--- config.mk ---
export PLATFORM = sky130hd
export DESIGN_NAME = integer_to_roman_numeral
export DESIGN_NICKNAME = d
export VERILOG_FILES = /design/src/hw/rtl/i2r_pkg.sv /design/src/hw/rtl/i2r_front.sv /design/src/hw/rtl/i2r_queue.sv /design/src/hw/rtl/i2r_back.sv /design/src/hw/rtl/integer_to_roman_numeral.sv
export SDC_FILE = /design/constraint.sdc
export NUM_CORES = 1
export LEC_CHECK = 0
export BUFFER_PORTS_ARGS = -buffer_cell sky130_fd_sc_hd__buf_4
export CORE_UTILIZATION = 55
export CTS_CLUSTER_SIZE = 28
export DETAILED_ROUTE_END_ITERATION = 7
export GPL_TIMING_DRIVEN = 1
export HOLD_SLACK_MARGIN = 0.02
export PLACE_DENSITY = 0.72
export SYNTH_ARGS = -nofsm -noshare
export SYNTH_HDL_FRONTEND = slang
export SYNTH_SLANG_ARGS = --single-unit
export TNS_END_PERCENT = 100
--- constraint.sdc ---
create_clock -name clk -period 5.5 [get_ports clk]
set_clock_uncertainty 0.05 [all_clocks]
set_input_delay 0.275 -clock clk [delete_from_list [all_inputs] [get_ports clk]]
set_output_delay 0.275 -clock clk [all_outputs]
set_load 0.05 [all_outputs]
--- src/hw/rtl/i2r_pkg.sv ---
package i2r_pkg;

  // ASCII codes of the numeral letters.
  localparam logic [7:0] CHAR_I = 8'h49;
  localparam logic [7:0] CHAR_V = 8'h56;
  localparam logic [7:0] CHAR_X = 8'h58;
  localparam logic [7:0] CHAR_L = 8'h4C;
  localparam logic [7:0] CHAR_C = 8'h43;
  localparam logic [7:0] CHAR_D = 8'h44;
  localparam logic [7:0] CHAR_M = 8'h4D;
  localparam logic [7:0] CHAR_NONE = 8'h00;

  localparam logic [11:0] MAX_VALID = 12'd3999;

  // Decimal places, most significant first.
  localparam logic [1:0] PLACE_THOUSANDS = 2'd0;
  localparam logic [1:0] PLACE_HUNDREDS  = 2'd1;
  localparam logic [1:0] PLACE_TENS      = 2'd2;
  localparam logic [1:0] PLACE_ONES      = 2'd3;

  typedef enum logic [1:0] {
    KIND_UNIT = 2'd0,
    KIND_FIVE = 2'd1,
    KIND_TEN  = 2'd2
  } kind_t;

  // One classified item as it travels from the front to the back.
  typedef struct packed {
    logic       err;
    logic [1:0] th;
    logic [3:0] hu;
    logic [3:0] te;
    logic [3:0] on;
  } item_t;

  // Number of letters that one decimal digit produces.
  function automatic logic [2:0] digit_len(input logic [3:0] d);
    logic [2:0] n;
    case (d)
      4'd0:    n = 3'd0;
      4'd1:    n = 3'd1;
      4'd2:    n = 3'd2;
      4'd3:    n = 3'd3;
      4'd4:    n = 3'd2;
      4'd5:    n = 3'd1;
      4'd6:    n = 3'd2;
      4'd7:    n = 3'd3;
      4'd8:    n = 3'd4;
      4'd9:    n = 3'd2;
      default: n = 3'd0;
    endcase
    return n;
  endfunction

  // Which of the unit, five and ten letters stands at position k of digit d.
  function automatic kind_t letter_kind(input logic [3:0] d, input logic [1:0] k);
    kind_t kd;
    kd = KIND_UNIT;
    if (d == 4'd9) begin
      kd = (k == 2'd0) ? KIND_UNIT : KIND_TEN;
    end else if (d >= 4'd5) begin
      kd = (k == 2'd0) ? KIND_FIVE : KIND_UNIT;
    end else if (d == 4'd4) begin
      kd = (k == 2'd0) ? KIND_UNIT : KIND_FIVE;
    end
    return kd;
  endfunction

  // Letter of a given kind at a given decimal place.
  function automatic logic [7:0] place_letter(input logic [1:0] place, input kind_t kd);
    logic [7:0] c;
    case (place)
      PLACE_THOUSANDS: c = CHAR_M;
      PLACE_HUNDREDS:  c = (kd == KIND_UNIT) ? CHAR_C : (kd == KIND_FIVE) ? CHAR_D : CHAR_M;
      PLACE_TENS:      c = (kd == KIND_UNIT) ? CHAR_X : (kd == KIND_FIVE) ? CHAR_L : CHAR_C;
      PLACE_ONES:      c = (kd == KIND_UNIT) ? CHAR_I : (kd == KIND_FIVE) ? CHAR_V : CHAR_X;
      default:         c = CHAR_NONE;
    endcase
    return c;
  endfunction

endpackage

--- src/hw/rtl/i2r_front.sv ---
module i2r_front (
  input  logic                clk,
  input  logic                rst,
  input  logic                push,
  output logic                full,
  input  logic [11:0]         value,
  output logic                q_push,
  input  logic                q_full,
  output i2r_pkg::item_t      q_item
);

  logic       s1_valid;
  logic       s1_err;
  logic [1:0] s1_th;
  logic [9:0] s1_rem;
  logic       s2_valid;
  logic       s2_err;
  logic [1:0] s2_th;
  logic [3:0] s2_hu;
  logic [6:0] s2_rem;

  logic        adv;
  logic [1:0]  th_next;
  logic [11:0] rem1_full;
  logic [3:0]  hu_next;
  logic [9:0]  rem2_full;
  logic [14:0] tens_prod;
  logic [3:0]  tens;
  logic [6:0]  ones_full;

  // The whole front advances together; it holds when its last stage cannot drain.
  assign adv    = !s2_valid || !q_full;
  assign full   = !adv;
  assign q_push = s2_valid && !q_full;

  always_comb begin
    th_next = 2'd0;
    if (value >= 12'd3000) begin
      th_next = 2'd3;
    end else if (value >= 12'd2000) begin
      th_next = 2'd2;
    end else if (value >= 12'd1000) begin
      th_next = 2'd1;
    end
    rem1_full = value - (12'(th_next) * 12'd1000);
  end

  always_comb begin
    hu_next = 4'd0;
    for (int i = 1; i <= 9; i++) begin
      if (s1_rem >= 10'(i * 100)) begin
        hu_next = 4'(i);
      end
    end
    rem2_full = s1_rem - (10'(hu_next) * 10'd100);
  end

  // Tens by reciprocal multiplication, exact for values below one hundred.
  always_comb begin
    tens_prod = 15'(s2_rem) * 15'd205;
    tens      = tens_prod[14:11];
    ones_full = s2_rem - (7'(tens) * 7'd10);
    q_item.err = s2_err;
    q_item.th  = s2_th;
    q_item.hu  = s2_hu;
    q_item.te  = tens;
    q_item.on  = ones_full[3:0];
  end

  always_ff @(posedge clk) begin
    if (rst) begin
      s1_valid <= 1'b0;
      s2_valid <= 1'b0;
    end else if (adv) begin
      s1_valid <= push;
      s2_valid <= s1_valid;
    end
  end

  always_ff @(posedge clk) begin
    if (adv) begin
      s1_err <= (value == 12'd0) || (value > i2r_pkg::MAX_VALID);
      s1_th  <= th_next;
      s1_rem <= rem1_full[9:0];
      s2_err <= s1_err;
      s2_th  <= s1_th;
      s2_hu  <= hu_next;
      s2_rem <= rem2_full[6:0];
    end
  end

endmodule

--- src/hw/rtl/i2r_queue.sv ---
module i2r_queue #(
  parameter int DEPTH = 4
) (
  input  logic           clk,
  input  logic           rst,
  input  logic           push,
  input  i2r_pkg::item_t item_in,
  output logic           full,
  input  logic           pop,
  output logic           valid,
  output i2r_pkg::item_t head
);

  localparam int PW = $clog2(DEPTH);
  localparam int CW = $clog2(DEPTH + 1);

  i2r_pkg::item_t mem [DEPTH];
  logic [PW-1:0] wr_ptr;
  logic [PW-1:0] rd_ptr;
  logic [CW-1:0] count;

  assign full  = (count == CW'(DEPTH));
  assign valid = (count != '0);
  assign head  = mem[rd_ptr];

  always_ff @(posedge clk) begin
    if (rst) begin
      wr_ptr <= '0;
      rd_ptr <= '0;
      count  <= '0;
    end else begin
      if (push) begin
        wr_ptr <= (wr_ptr == PW'(DEPTH - 1)) ? '0 : wr_ptr + 1'b1;
      end
      if (pop) begin
        rd_ptr <= (rd_ptr == PW'(DEPTH - 1)) ? '0 : rd_ptr + 1'b1;
      end
      if (push && !pop) begin
        count <= count + 1'b1;
      end else if (pop && !push) begin
        count <= count - 1'b1;
      end
    end
  end

  always_ff @(posedge clk) begin
    if (push) begin
      mem[wr_ptr] <= item_in;
    end
  end

endmodule

--- src/hw/rtl/i2r_back.sv ---
module i2r_back (
  input  logic           clk,
  input  logic           rst,
  input  logic           q_valid,
  input  i2r_pkg::item_t q_item,
  output logic           q_pop,
  output logic           empty,
  input  logic           pop,
  output logic [7:0]     symbol,
  output logic           last,
  output logic           error
);

  logic [1:0] place;
  logic [1:0] k;
  logic       out_valid;

  logic [3:0] digit [4];
  logic [2:0] len [4];
  logic [1:0] cp;
  logic       more;
  logic       digit_end;
  logic       load;
  logic [7:0] sym_next;
  logic       last_next;

  assign empty = !out_valid;
  assign load  = q_valid && (!out_valid || pop);

  always_comb begin
    digit[0] = {2'b00, q_item.th};
    digit[1] = q_item.hu;
    digit[2] = q_item.te;
    digit[3] = q_item.on;
    for (int p = 0; p < 4; p++) begin
      len[p] = i2r_pkg::digit_len(digit[p]);
    end
    // First place at or after the current one that produces letters.
    cp = place;
    for (int p = 3; p >= 0; p--) begin
      if ((2'(p) >= place) && (len[p] != 3'd0)) begin
        cp = 2'(p);
      end
    end
    more = 1'b0;
    for (int p = 0; p < 4; p++) begin
      if ((2'(p) > cp) && (len[p] != 3'd0)) begin
        more = 1'b1;
      end
    end
    digit_end = ({1'b0, k} == (len[cp] - 3'd1));
    if (q_item.err) begin
      sym_next  = i2r_pkg::CHAR_NONE;
      last_next = 1'b1;
    end else begin
      sym_next  = i2r_pkg::place_letter(cp, i2r_pkg::letter_kind(digit[cp], k));
      last_next = digit_end && !more;
    end
  end

  assign q_pop = load && last_next;

  always_ff @(posedge clk) begin
    if (rst) begin
      out_valid <= 1'b0;
      place     <= i2r_pkg::PLACE_THOUSANDS;
      k         <= 2'd0;
    end else begin
      if (load) begin
        out_valid <= 1'b1;
      end else if (pop) begin
        out_valid <= 1'b0;
      end
      if (load) begin
        if (last_next) begin
          place <= i2r_pkg::PLACE_THOUSANDS;
          k     <= 2'd0;
        end else if (digit_end) begin
          place <= cp + 2'd1;
          k     <= 2'd0;
        end else begin
          place <= cp;
          k     <= k + 2'd1;
        end
      end
    end
  end

  always_ff @(posedge clk) begin
    if (load) begin
      symbol <= sym_next;
      last   <= last_next;
      error  <= q_item.err;
    end
  end

endmodule

--- src/hw/rtl/integer_to_roman_numeral.sv ---
// Converts a 12-bit binary value into its Roman numeral, delivered as a run of
// ASCII letters (I V X L C D M), one letter per output transaction, with last
// set on the final letter. Values from 1 to 3999 give from one to fifteen
// letters; zero or anything above 3999 gives a single transaction with symbol
// 0, last 1 and error 1. Both sides behave as a queue: an input transaction
// completes on a rising edge with push high and full low, and an output
// transaction completes on a rising edge with pop high and empty low. A front
// with two register stages splits the value into decimal digits and can accept
// a new value every cycle unless the queue is full; a queue of QUEUE_DEPTH
// classified items decouples it from the back, which emits one letter per
// cycle while pop is held high. Throughput is therefore set by the back's
// letter sequencer, which holds a value until the last of its 1 to 15 letters
// is taken, so a steady stream at the input waits on the values ahead; short
// bursts are absorbed by the queue and the front. In an idle block a value
// passes both front stages and the queue before the output register takes its first letter.
module integer_to_roman_numeral #(
  parameter int QUEUE_DEPTH = 4
) (
  input  logic        clk,
  input  logic        rst,
  input  logic        push,
  output logic        full,
  input  logic [11:0] value,
  output logic        empty,
  input  logic        pop,
  output logic [7:0]  symbol,
  output logic        last,
  output logic        error
);

  logic           q_push;
  logic           q_full;
  logic           q_pop;
  logic           q_valid;
  i2r_pkg::item_t q_in;
  i2r_pkg::item_t q_head;

  // Front: digit split of the incoming value and range check.
  i2r_front u_front (
    .clk    (clk),
    .rst    (rst),
    .push   (push),
    .full   (full),
    .value  (value),
    .q_push (q_push),
    .q_full (q_full),
    .q_item (q_in)
  );

  // Queue of classified items between front and back.
  i2r_queue #(
    .DEPTH (QUEUE_DEPTH)
  ) u_queue (
    .clk     (clk),
    .rst     (rst),
    .push    (q_push),
    .item_in (q_in),
    .full    (q_full),
    .pop     (q_pop),
    .valid   (q_valid),
    .head    (q_head)
  );

  // Back: walks the digits and emits one letter per output transaction.
  i2r_back u_back (
    .clk     (clk),
    .rst     (rst),
    .q_valid (q_valid),
    .q_item  (q_head),
    .q_pop   (q_pop),
    .empty   (empty),
    .pop     (pop),
    .symbol  (symbol),
    .last    (last),
    .error   (error)
  );

`ifndef SYNTHESIS
  // An error result always stands alone.
  assert property (@(posedge clk) disable iff (rst)
    (!empty && error) |-> (last && (symbol == i2r_pkg::CHAR_NONE)))
    else $error("error result is not a single empty-symbol transaction");

  // Every letter of a valid numeral is a Roman letter.
  assert property (@(posedge clk) disable iff (rst)
    (!empty && !error) |-> ((symbol == i2r_pkg::CHAR_I) || (symbol == i2r_pkg::CHAR_V) ||
                            (symbol == i2r_pkg::CHAR_X) || (symbol == i2r_pkg::CHAR_L) ||
                            (symbol == i2r_pkg::CHAR_C) || (symbol == i2r_pkg::CHAR_D) ||
                            (symbol == i2r_pkg::CHAR_M)))
    else $error("symbol is not a numeral letter");

  // Once a numeral has started, its remaining letters follow without a gap.
  assert property (@(posedge clk) disable iff (rst)
    (!empty && pop && !last) |=> !empty)
    else $error("gap inside a numeral");

  // The back only retires items that the queue holds.
  assert property (@(posedge clk) disable iff (rst)
    q_pop |-> q_valid)
    else $error("queue popped while empty");
`endif

endmodule
==> results.txt, run 1 <==
clk root buf: clkbuf_16
DIE HEIGHT: 111 um
wire length on met1: 4970 um
final hold vios: 0
Total Routing Usage GR: 20.6%
Worst Hold Class: input port to flip-flop
status: finished clean
TNS Setup: 0 ns
CTS tree: built
routed length per instance: 16.5 um
Crit. End Element: flip-flop
pin count of the biggest net entering global routing: 29
fin crit period: 5.14 ns
Antenna diodes: 0
Max Freq: 0.195 GHz
mapped cell area: 6480 um^2
CP cell instances: ha_1 -> ha_1 -> inv_1 -> fa_1 -> inv_1 -> fa_1 -> ha_1 -> a31o_2 -> a21oi_1 -> nor2b_1 -> o21ai_0 -> nand2b_1 -> a21o_1 -> a21oi_1 -> xnor2_1 -> inv_1 -> fa_1 -> xnor2_1 -> xnor2_1 -> xnor2_1
first-pass GRT wire length: 20000 um
routability cong.: 0.902
Total Die Area: 12200 um^2
CTS buffer count: 9
post-DP HPWL: 8670 um
Worst Path Max Fanout: 5
CTS sink cnt: 111
DR vias/cell: 5.87
Vias: 4058
routed wl met2: 5940 um
Critical Path Slowest Stage Cell: fa_1
final setup vio count: 0
Site Rows: 39
IO buf count: 25
Routed Antenna Nets: 0
area delta synth->final: 9.48%
initial drt markers: 206
# IOs: 28
Setup CP Type: flip-flop to flip-flop
PostCTS Resize Cnt: 0
Pre-antenna DRT Iters: 4
CTS Buffer Depth: 2
commonest non-fill, non-tap cell in the layout: edfxtp_1
sequential-to-total area share from yosys stat: 49.0%
cell taking the most area after synthesis: edfxtp_1
Post-synth EDFFs: 95
largest cells by area after synthesis: edfxtp_1 (44%), ha_1 (12%), dfxtp_1 (4.9%), fa_1 (3.7%), mux4_2 (3.5%)
cell mode on critical path: xnor2_1
Core Area: 11500 um^2
grt ovf: 0
syn_area_per_cell: 12.6 um^2
Skew-Pair Late Insertion Delay: 0.35 ns
antenna violations before repair: 0
Worst-Margin Slew: 1.02 ns
layout cell share with drive strength beyond 1: 13.3%
clock-pin slew on the worst setup and hold paths: 0.07 ns
Cell variety after synth: 70
period utilization: 93.4%
DRT Wirelength: 11400 um
Top Metal Used: met4
vias in the first global route: 4153
dominant synthesized flop cell: edfxtp_1
FFs w/ async S/R, synth: 0%
Die Wd: 111 um
Slew HR: 32.0%
Critical Path Start Type: flip-flop
Required @ worst endpoint: 5.52 ns
initial core utilization: 56.5%
post-CTS setup buffers: 0
htree depth: 3
Synth Instances: 515
cts hold-fix bufs: 0
Final Max Tran Viols: 0
Filler cells: 864
Nets: 631
max_cap viols: 0
Arr. time, crit path: 5.16 ns
yosys warns: 0
most frequent cells in the layout: edfxtp_1 (95), ha_1 (60), inv_1 (54)
Residual DRC: 0
Yosys reg bits: 111
WL met3: 268 um
critical path's largest stage delay: 0.50 ns
post-synth top area share: 44.0%
==> final timing paths <==
check | startpoint | to | slack (ns) | depth (start not counted)
setup / recovery | u_front.s2_rem[4] | u_queue.mem[3][3] | 0.36 | 20
setup reg to reg | u_front.s2_rem[4] | u_queue.mem[3][3] | 0.36 | 20
hold / removal | value[2] | u_front.s1_rem[2] | 0.06 | 1
hold reg to reg | u_front.s1_th[0] | u_front.s2_th[0] | 0.37 | 0
==> logic make-up (layout without fill, tap and decap cells) <==
logic type | after synthesis | in the layout | synth area share, %
DFF | 111 | 111 | 49.0
AOI/OAI and AO/OA | 110 | 110 | 11.6
and+or+nand+nor | 102 | 102 | 8.30
adders and majority gates | 72 | 72 | 15.3
buffers and inverters | 69 | 101 | 4.79
muxes | 26 | 26 | 7.72
xor gates and xnor gates | 24 | 24 | 3.24
other | 1 | 2 | 0.0579
==> synthesized netlist by cell type, types with 10 or more instances <==
master and number:
xor2_1 10, inv_1 54, mux4_2 10, xnor2_1 14, nor2_1 26, a21o_1 15, o21ai_0 17, nand2_1 17
ha_1 60, a21oi_1 29, edfxtp_1 95, fa_1 12, dfxtp_1 16
==> critical path: cells and delay by family, from the launching register on <==
family,cells,cell delay [ns]
AOI/OAI and AO/OA,5,0.96
xor gates and xnor gates,4,0.72
adders and majority gates,6,2.31
buffers and inverters,3,0.22
DFF,1,0.45
and+or+nand+nor,2,0.15
==> final cells by class <==
type	count	area (um^2)	area share [%]
Clock buffer	9	225	3.18
Clock inverter	7	61.3	0.864
Inverter	56	218	3.07
Multi-Input combinational cell	336	3010	42.4
Sequential cell	111	3170	44.7
Tap cell	143	179	2.52
Timing Repair Buffer	29	230	3.25
==> through the flow <==
stage	util, %	instance area (um^2)	hold slack, ns	setup WS [ns]	cells
detailed placement	59.3	6800	0.355	0.268	675
finish	61.9	7090	0.0606	0.363	691
global placement	59.3	6800	0.353	0.482	675
floorplan	-	6480	0.324	0.737	516
global route	61.9	7090	0.0535	-0.0173	691
CTS	61.8	7090	0.0515	0.259	691
==> per-layer routing <==
layer  GRT usage (%)  vias to the layer above
met4            8.09                        0
met2            36.0                       61
met1            25.2                     1997
li1                -                     1984
met5               0                        -
met3            3.84                       16
==> registers in the layout, summed over array words and instances, names as in the netlist, 2 cells and up, named ones only <==
register / cells
u_front.s2_th: 2
u_back.k: 2
u_queue.wr_ptr: 2
u_queue.rd_ptr: 2
u_front.s1_th: 2
u_back.symbol: 6
u_queue.count: 3
u_front.s1_rem: 10
u_back.place: 2
u_front.s2_hu: 4
u_front.s2_rem: 7
u_queue.mem: 60
Power of run 1 is left out: the tool's default activity adds up to more than one toggle a clock period on the data nets, which glitch-free logic cannot reach.
==> run 2, diff against run 1 <==
--- a/config.mk
+++ b/config.mk
@@ -6,12 +6,12 @@
 export NUM_CORES = 1
 export LEC_CHECK = 0
 export BUFFER_PORTS_ARGS = -buffer_cell sky130_fd_sc_hd__buf_4
-export CORE_UTILIZATION = 55
+export CORE_UTILIZATION = 62
 export CTS_CLUSTER_SIZE = 28
 export DETAILED_ROUTE_END_ITERATION = 7
 export GPL_TIMING_DRIVEN = 1
 export HOLD_SLACK_MARGIN = 0.02
-export PLACE_DENSITY = 0.72
+export PLACE_DENSITY = 0.88
 export SYNTH_ARGS = -nofsm -noshare
 export SYNTH_HDL_FRONTEND = slang
 export SYNTH_SLANG_ARGS = --single-unit
==> run 2 against run 1 <==
Net effect:
- die area down 11%
- global-route usage rose by 3.7 points
- count of clock-buffer cells in the layout rose by 1
- largest cell class unchanged
==> results.txt, run 2 (synthesis gave the netlist of run 1 again) <==
Slew HR: 19.0% (was 32.0%)
initial core utilization: 65.1% (was 56.5%)
PostCTS Resize Cnt: 0 (unchanged)
initial drt markers: 267 (was 206)
Nets: 631 (unchanged)
Antenna diodes: 0 (unchanged)
routed length per instance: 18.3 um (was 16.5 um)
first-pass GRT wire length: 20900 um (was 20000 um)
Max Freq: 0.192 GHz (was 0.195 GHz)
clock-pin slew on the worst setup and hold paths: 0.12 ns (was 0.07 ns)
clk root buf: clkbuf_8 (was clkbuf_16)
IO buf count: 25 (unchanged)
Arr. time, crit path: 5.48 ns (was 5.16 ns)
Routed Antenna Nets: 0 (unchanged)
Total Die Area: 10900 um^2 (was 12200 um^2)
Setup CP Type: flip-flop to flip-flop (unchanged)
final setup vio count: 0 (unchanged)
Required @ worst endpoint: 5.77 ns (was 5.52 ns)
Critical Path Start Type: flip-flop (unchanged)
Final Max Tran Viols: 0 (unchanged)
period utilization: 94.6% (was 93.4%)
routability cong.: 0.927 (was 0.902)
post-DP HPWL: 8730 um (was 8670 um)
commonest non-fill, non-tap cell in the layout: edfxtp_1 (unchanged)
CTS Buffer Depth: 2 (unchanged)
DRT Wirelength: 12500 um (was 11400 um)
RSZ-0062 raised after global routing: no
cts hold-fix bufs: 0 (unchanged)
most flop-heavy register: u_queue.mem (unchanged)
Residual DRC: 0 (unchanged)
area delta synth->final: 8.81% (was 9.48%)
CTS sink cnt: 111 (unchanged)
DR vias/cell: 6.34 (was 5.87)
Worst-Margin Slew: 1.21 ns (was 1.02 ns)
vias in the first global route: 4470 (was 4153)
FF-to-FF path depth: 19 (was 20)
Crit. End Element: flip-flop (unchanged)
Die Wd: 104 um (was 111 um)
Pre-antenna DRT Iters: 5 (was 4)
FF-to-FF setup slack: 0.30 ns (was 0.36 ns)
grt ovf: 0 (unchanged)
reg-to-reg endpoint: u_queue.count[2] (was u_queue.mem[3][3])
max_cap viols: 0 (unchanged)
Site Rows: 36 (was 39)
Worst Hold Class: input port to flip-flop (unchanged)
post-CTS setup buffers: 0 (unchanged)
max reg flops: 60 (unchanged)
Skew-Pair Late Insertion Delay: 0.38 ns (was 0.35 ns)
Core Area: 9950 um^2 (was 11500 um^2)
final hold vios: 0 (unchanged)
TNS Setup: 0 ns (unchanged)
Worst Path Max Fanout: 15 (was 5)
most frequent cells in the layout: edfxtp_1 (95), ha_1 (60), inv_1 (54) (unchanged)
CTS buffer count: 9 (unchanged)
# IOs: 28 (unchanged)
DIE HEIGHT: 104 um (was 111 um)
htree depth: 3 (unchanged)
status: finished clean (unchanged)
Vias: 4315 (was 4058)
fin crit period: 5.20 ns (was 5.14 ns)
CP Capture Point: u_queue.count[2] (was u_queue.mem[3][3])
layout cell share with drive strength beyond 1: 14.1% (was 13.3%)
Total Routing Usage GR: 24.3% (was 20.6%)
CTS tree: built (unchanged)
antenna violations before repair: 0 (unchanged)
pin count of the biggest net entering global routing: 29 (unchanged)
biggest regs: u_queue.mem (60), u_front.s1_rem (10), u_front.s2_rem (7) (unchanged)
[run 2: cell count changes in the layout (fill, tap and decap cells not counted), sizes merged]
cell and change:
inv -1, clkinvlp -1, clkbuf +1, bufinv +1
[run 2: stage by stage]
stage / worst slack [ns] / hold slack [ns] / instance area, um^2 / util, % / cells
2_1_floorplan: 0.737 / 0.324 / 6480 / - / 516
3_3_place_gp: 0.413 / 0.352 / 6770 / 68.0 / 665
3_5_place_dp: 0.178 / 0.360 / 6770 / 68.0 / 665
4_1_cts: 0.110 / 0.0265 / 7000 / 70.4 / 681
5_1_grt: 0.00784 / 0.0203 / 7050 / 70.8 / 681
6_report: 0.295 / 0.0358 / 7050 / 70.8 / 681
[run 2: critical path: stages, from the launching register on]
cell and delay [ns]:
dfxtp_1 0.35, buf_6 0.22, mux4_2 0.59, or4_1 0.58
a2bb2o_2 0.33, a21o_1 0.31, inv_8 0.14, o2bb2ai_1 0.12
mux2i_1 0.13, ha_1 0.33, xor2_1 0.15, a41o_1 0.28
and2_1 0.21, inv_1 0.07, ha_1 0.18, inv_1 0.06
fa_1 0.39, xor2_1 0.19, or3_1 0.31, a21oi_1 0.14
[run 2: how the worst min path moves through the flow]
stage	to	from	depth (start not counted)	slack, ns
after floorplan	u_front.s1_rem[0]	value[0]	0	0.32
after global placement	u_front.s2_err	u_front.s1_err	0	0.35
after detailed placement	u_front.s2_rem[1]	u_front.s1_rem[1]	0	0.36
after CTS	u_front.s1_rem[2]	value[2]	1	0.03
after global routing	u_front.s1_rem[2]	value[2]	1	0.02
final	u_front.s1_rem[2]	value[2]	1	0.04
[run 2: layout make-up]
class                      count  area, um^2
clock buffer                  10         149
clock inverter                 6        81.3
fill                         622        2910
inverter                      56         218
multi-input combinational    336        3040
sequential                   111        3170
tap                          133         166
timing repair buffer          29         221
[run 2: layer usage]
| layer | global-route usage [%] | share of wire [%] | up-vias | wire length [um] |
|---|---|---|---|---|
| li1 | - | - | 1981 | - |
| met1 | 27.6 | 39 | 2118 | 4820 |
| met2 | 44.7 | 54 | 177 | 6710 |
| met3 | 3.07 | 4.5 | 39 | 557 |
| met4 | 12.2 | 3.2 | 0 | 396 |
| met5 | 0 | 0 | - | 0 |
Power of run 2 is left out for the same reason.
==> run 3, diff against run 2 <==
--- a/config.mk
+++ b/config.mk
@@ -12,6 +12,7 @@
 export GPL_TIMING_DRIVEN = 1
 export HOLD_SLACK_MARGIN = 0.02
 export PLACE_DENSITY = 0.88
+export REMOVE_ABC_BUFFERS = 1
 export SYNTH_ARGS = -nofsm -noshare
 export SYNTH_HDL_FRONTEND = slang
 export SYNTH_SLANG_ARGS = --single-unit
==> run 3 against run 2 <==
Net effect:
- non-clock buffer count is the same
- via count shrank 2.9%
- count of clock-buffer cells in the layout unchanged
- setup slack got worse by 0.035 ns
- sequential share of layout area hardly changed
- worst hold slack gained 0.013 ns
- die area unchanged
- core utilization up 0.063 points
- sequential cell count unchanged
- register-to-register slack got worse by 0.04 ns
- cell area barely moved
==> results.txt, run 3 (synthesis gave the netlist of run 1 again) <==
status: finished clean (unchanged)
Site Rows: 36 (unchanged)
Critical Path Slowest Stage Cell: fa_1 (was mux4_2)
initial drt markers: 282 (was 267)
DRT Wirelength: 11900 um (was 12500 um)
cell mode on critical path: ha_1
CTS tree: built (unchanged)
WP depth: 20 (was 19)
grt ovf: 0 (unchanged)
Worst Path Max Fanout: 6 (was 15)
Pre-antenna DRT Iters: 5 (unchanged)
Routed Antenna Nets: 0 (unchanged)
Antenna diodes: 0 (unchanged)
CTS buffer count: 9 (unchanged)
Setup CP Type: flip-flop to flip-flop (unchanged)
max reg flops: 60 (unchanged)
Arr. time, crit path: 5.27 ns (was 5.48 ns)
CP top delay family: adder cells (was compound AO/OA/AOI/OAI gates)
Total Routing Usage GR: 23.0% (was 24.3%)
Vias: 4191 (was 4315)
# IOs: 28 (unchanged)
final hold vios: 0 (unchanged)
pin count of the biggest net entering global routing: 29 (unchanged)
Crit. End Element: flip-flop (unchanged)
Worst Hold Class: input port to flip-flop (unchanged)
cts hold-fix bufs: 0 (unchanged)
Max Freq: 0.191 GHz (was 0.192 GHz)
Total Die Area: 10900 um^2 (unchanged)
layout cell share with drive strength beyond 1: 13.9% (was 14.1%)
CP Buf/Inv Count: 3 (was 4)
Die Wd: 104 um (unchanged)
CP cell instances: ha_1 -> ha_1 -> inv_1 -> fa_1 -> inv_1 -> fa_1 -> ha_1 -> a31o_2 -> a21oi_1 -> nor2b_1 -> o21ai_0 -> nand2b_1 -> a21o_1 -> xor2_4 -> ha_1 -> inv_1 -> fa_1 -> xnor2_1 -> xnor2_1 -> xnor2_2 (was buf_6 -> mux4_2 -> or4_1 -> a2bb2o_2 -> a21o_1 -> inv_8 -> o2bb2ai_1 -> mux2i_1 -> ha_1 -> xor2_1 -> a41o_1 -> and2_1 -> inv_1 -> ha_1 -> inv_1 -> fa_1 -> xor2_1 -> or3_1 -> a21oi_1)
htree depth: 3 (unchanged)
routed length per instance: 17.5 um (was 18.3 um)
max_cap viols: 0 (unchanged)
TNS Setup: 0 ns (unchanged)
vias in the first global route: 4247 (was 4470)
most frequent cells in the layout: edfxtp_1 (95), ha_1 (60), inv_1 (54) (unchanged)
area delta synth->final: 8.90% (was 8.81%)
Core Area: 9950 um^2 (unchanged)
critical path's largest stage delay: 0.51 ns (was 0.59 ns)
period utilization: 95.3% (was 94.6%)
Final Max Tran Viols: 0 (unchanged)
final setup vio count: 0 (unchanged)
Nets: 631 (unchanged)
Skew-Pair Late Insertion Delay: 0.36 ns (was 0.38 ns)
DR vias/cell: 6.15 (was 6.34)
Filler cells: 638 (was 622)
post-DP HPWL: 8660 um (was 8730 um)
most flop-heavy register: u_queue.mem (unchanged)
FF-to-FF path depth: 20 (was 19)
clock-pin slew on the worst setup and hold paths: 0.10 ns (was 0.12 ns)
clk root buf: clkbuf_8 (unchanged)
DIE HEIGHT: 104 um (unchanged)
routability cong.: 0.925 (was 0.927)
CTS Buffer Depth: 2 (unchanged)
fin crit period: 5.24 ns (was 5.20 ns)
Required @ worst endpoint: 5.53 ns (was 5.77 ns)
Critical Path Start Type: flip-flop (unchanged)
Slew HR: 25.6% (was 19.0%)
CTS sink cnt: 111 (unchanged)
biggest regs: u_queue.mem (60), u_front.s1_rem (10), u_front.s2_rem (7) (unchanged)
Hold Path Cell Cnt: 1 (unchanged)
initial core utilization: 65.1% (unchanged)
Worst-Margin Slew: 1.12 ns (was 1.21 ns)
IO buf count: 25 (unchanged)
antenna violations before repair: 0 (unchanged)
first-pass GRT wire length: 19800 um (was 20900 um)
Residual DRC: 0 (unchanged)
commonest non-fill, non-tap cell in the layout: edfxtp_1 (unchanged)
[run 3: path summary, 6_finish.rpt]
kind         slack [ns]                end               from
min                0.05  u_front.s1_rem[2]           value[2]
max reg2reg        0.26  u_queue.mem[3][3]  u_front.s2_rem[4]
max                0.26  u_queue.mem[3][3]  u_front.s2_rem[4]
min reg2reg        0.38  u_front.s2_rem[0]  u_front.s1_rem[0]
[run 3: cell type report]
class | instances | area (um^2) | share of cell area, %
clock buffer | 10 | 149 | 2.11
clock inverter | 6 | 82.6 | 1.17
inverter | 56 | 218 | 3.09
multi-input combinational | 336 | 3050 | 43.2
sequential | 111 | 3170 | 45.0
tap | 133 | 166 | 2.36
timing repair buffer | 29 | 221 | 3.14
[run 3: metrics by stage]
| step | std cells | util [%] | hold slack, ns | area [um^2] | worst slack [ns] |
|---|---|---|---|---|---|
| 5_1_grt | 681 | 70.9 | 0.0213 | 7060 | -0.0233 |
| 3_3_place_gp | 665 | 68.0 | 0.353 | 6770 | 0.422 |
| 4_1_cts | 681 | 70.4 | 0.0333 | 7010 | 0.0286 |
| 2_1_floorplan | 503 | - | 0.294 | 6390 | -0.167 |
| 6_report | 681 | 70.9 | 0.0484 | 7060 | 0.260 |
| 3_5_place_dp | 665 | 68.0 | 0.355 | 6770 | 0.157 |
[run 3: worst register-to-register path: stages, from the launching register on]
cell	delay [ns]
edfxtp_1	0.47
ha_1	0.33
ha_1	0.27
inv_1	0.05
fa_1	0.51
inv_1	0.06
fa_1	0.45
ha_1	0.30
a31o_2	0.23
a21oi_1	0.15
nor2b_1	0.07
o21ai_0	0.19
nand2b_1	0.11
a21o_1	0.27
xor2_4	0.25
ha_1	0.22
inv_1	0.06
fa_1	0.39
xnor2_1	0.15
xnor2_1	0.26
xnor2_2	0.13
[run 3: repair_timing]
action	in CTS	in global routing
resized for setup	0	7
hold endpoints to repair	0	0
buffers inserted	0	0
endpoints found under the setup margin	0	5
[run 3: routing by layer]
layer | vias to the layer above | global-route usage (%) | share of wire [%]
met5 | - | 0 | 0
met4 | 0 | 7.76 | 1.5
met3 | 20 | 3.70 | 4.3
met2 | 151 | 42.4 | 54
met1 | 2040 | 27.1 | 41
li1 | 1980 | - | -
Power of run 3 is left out for the same reason.
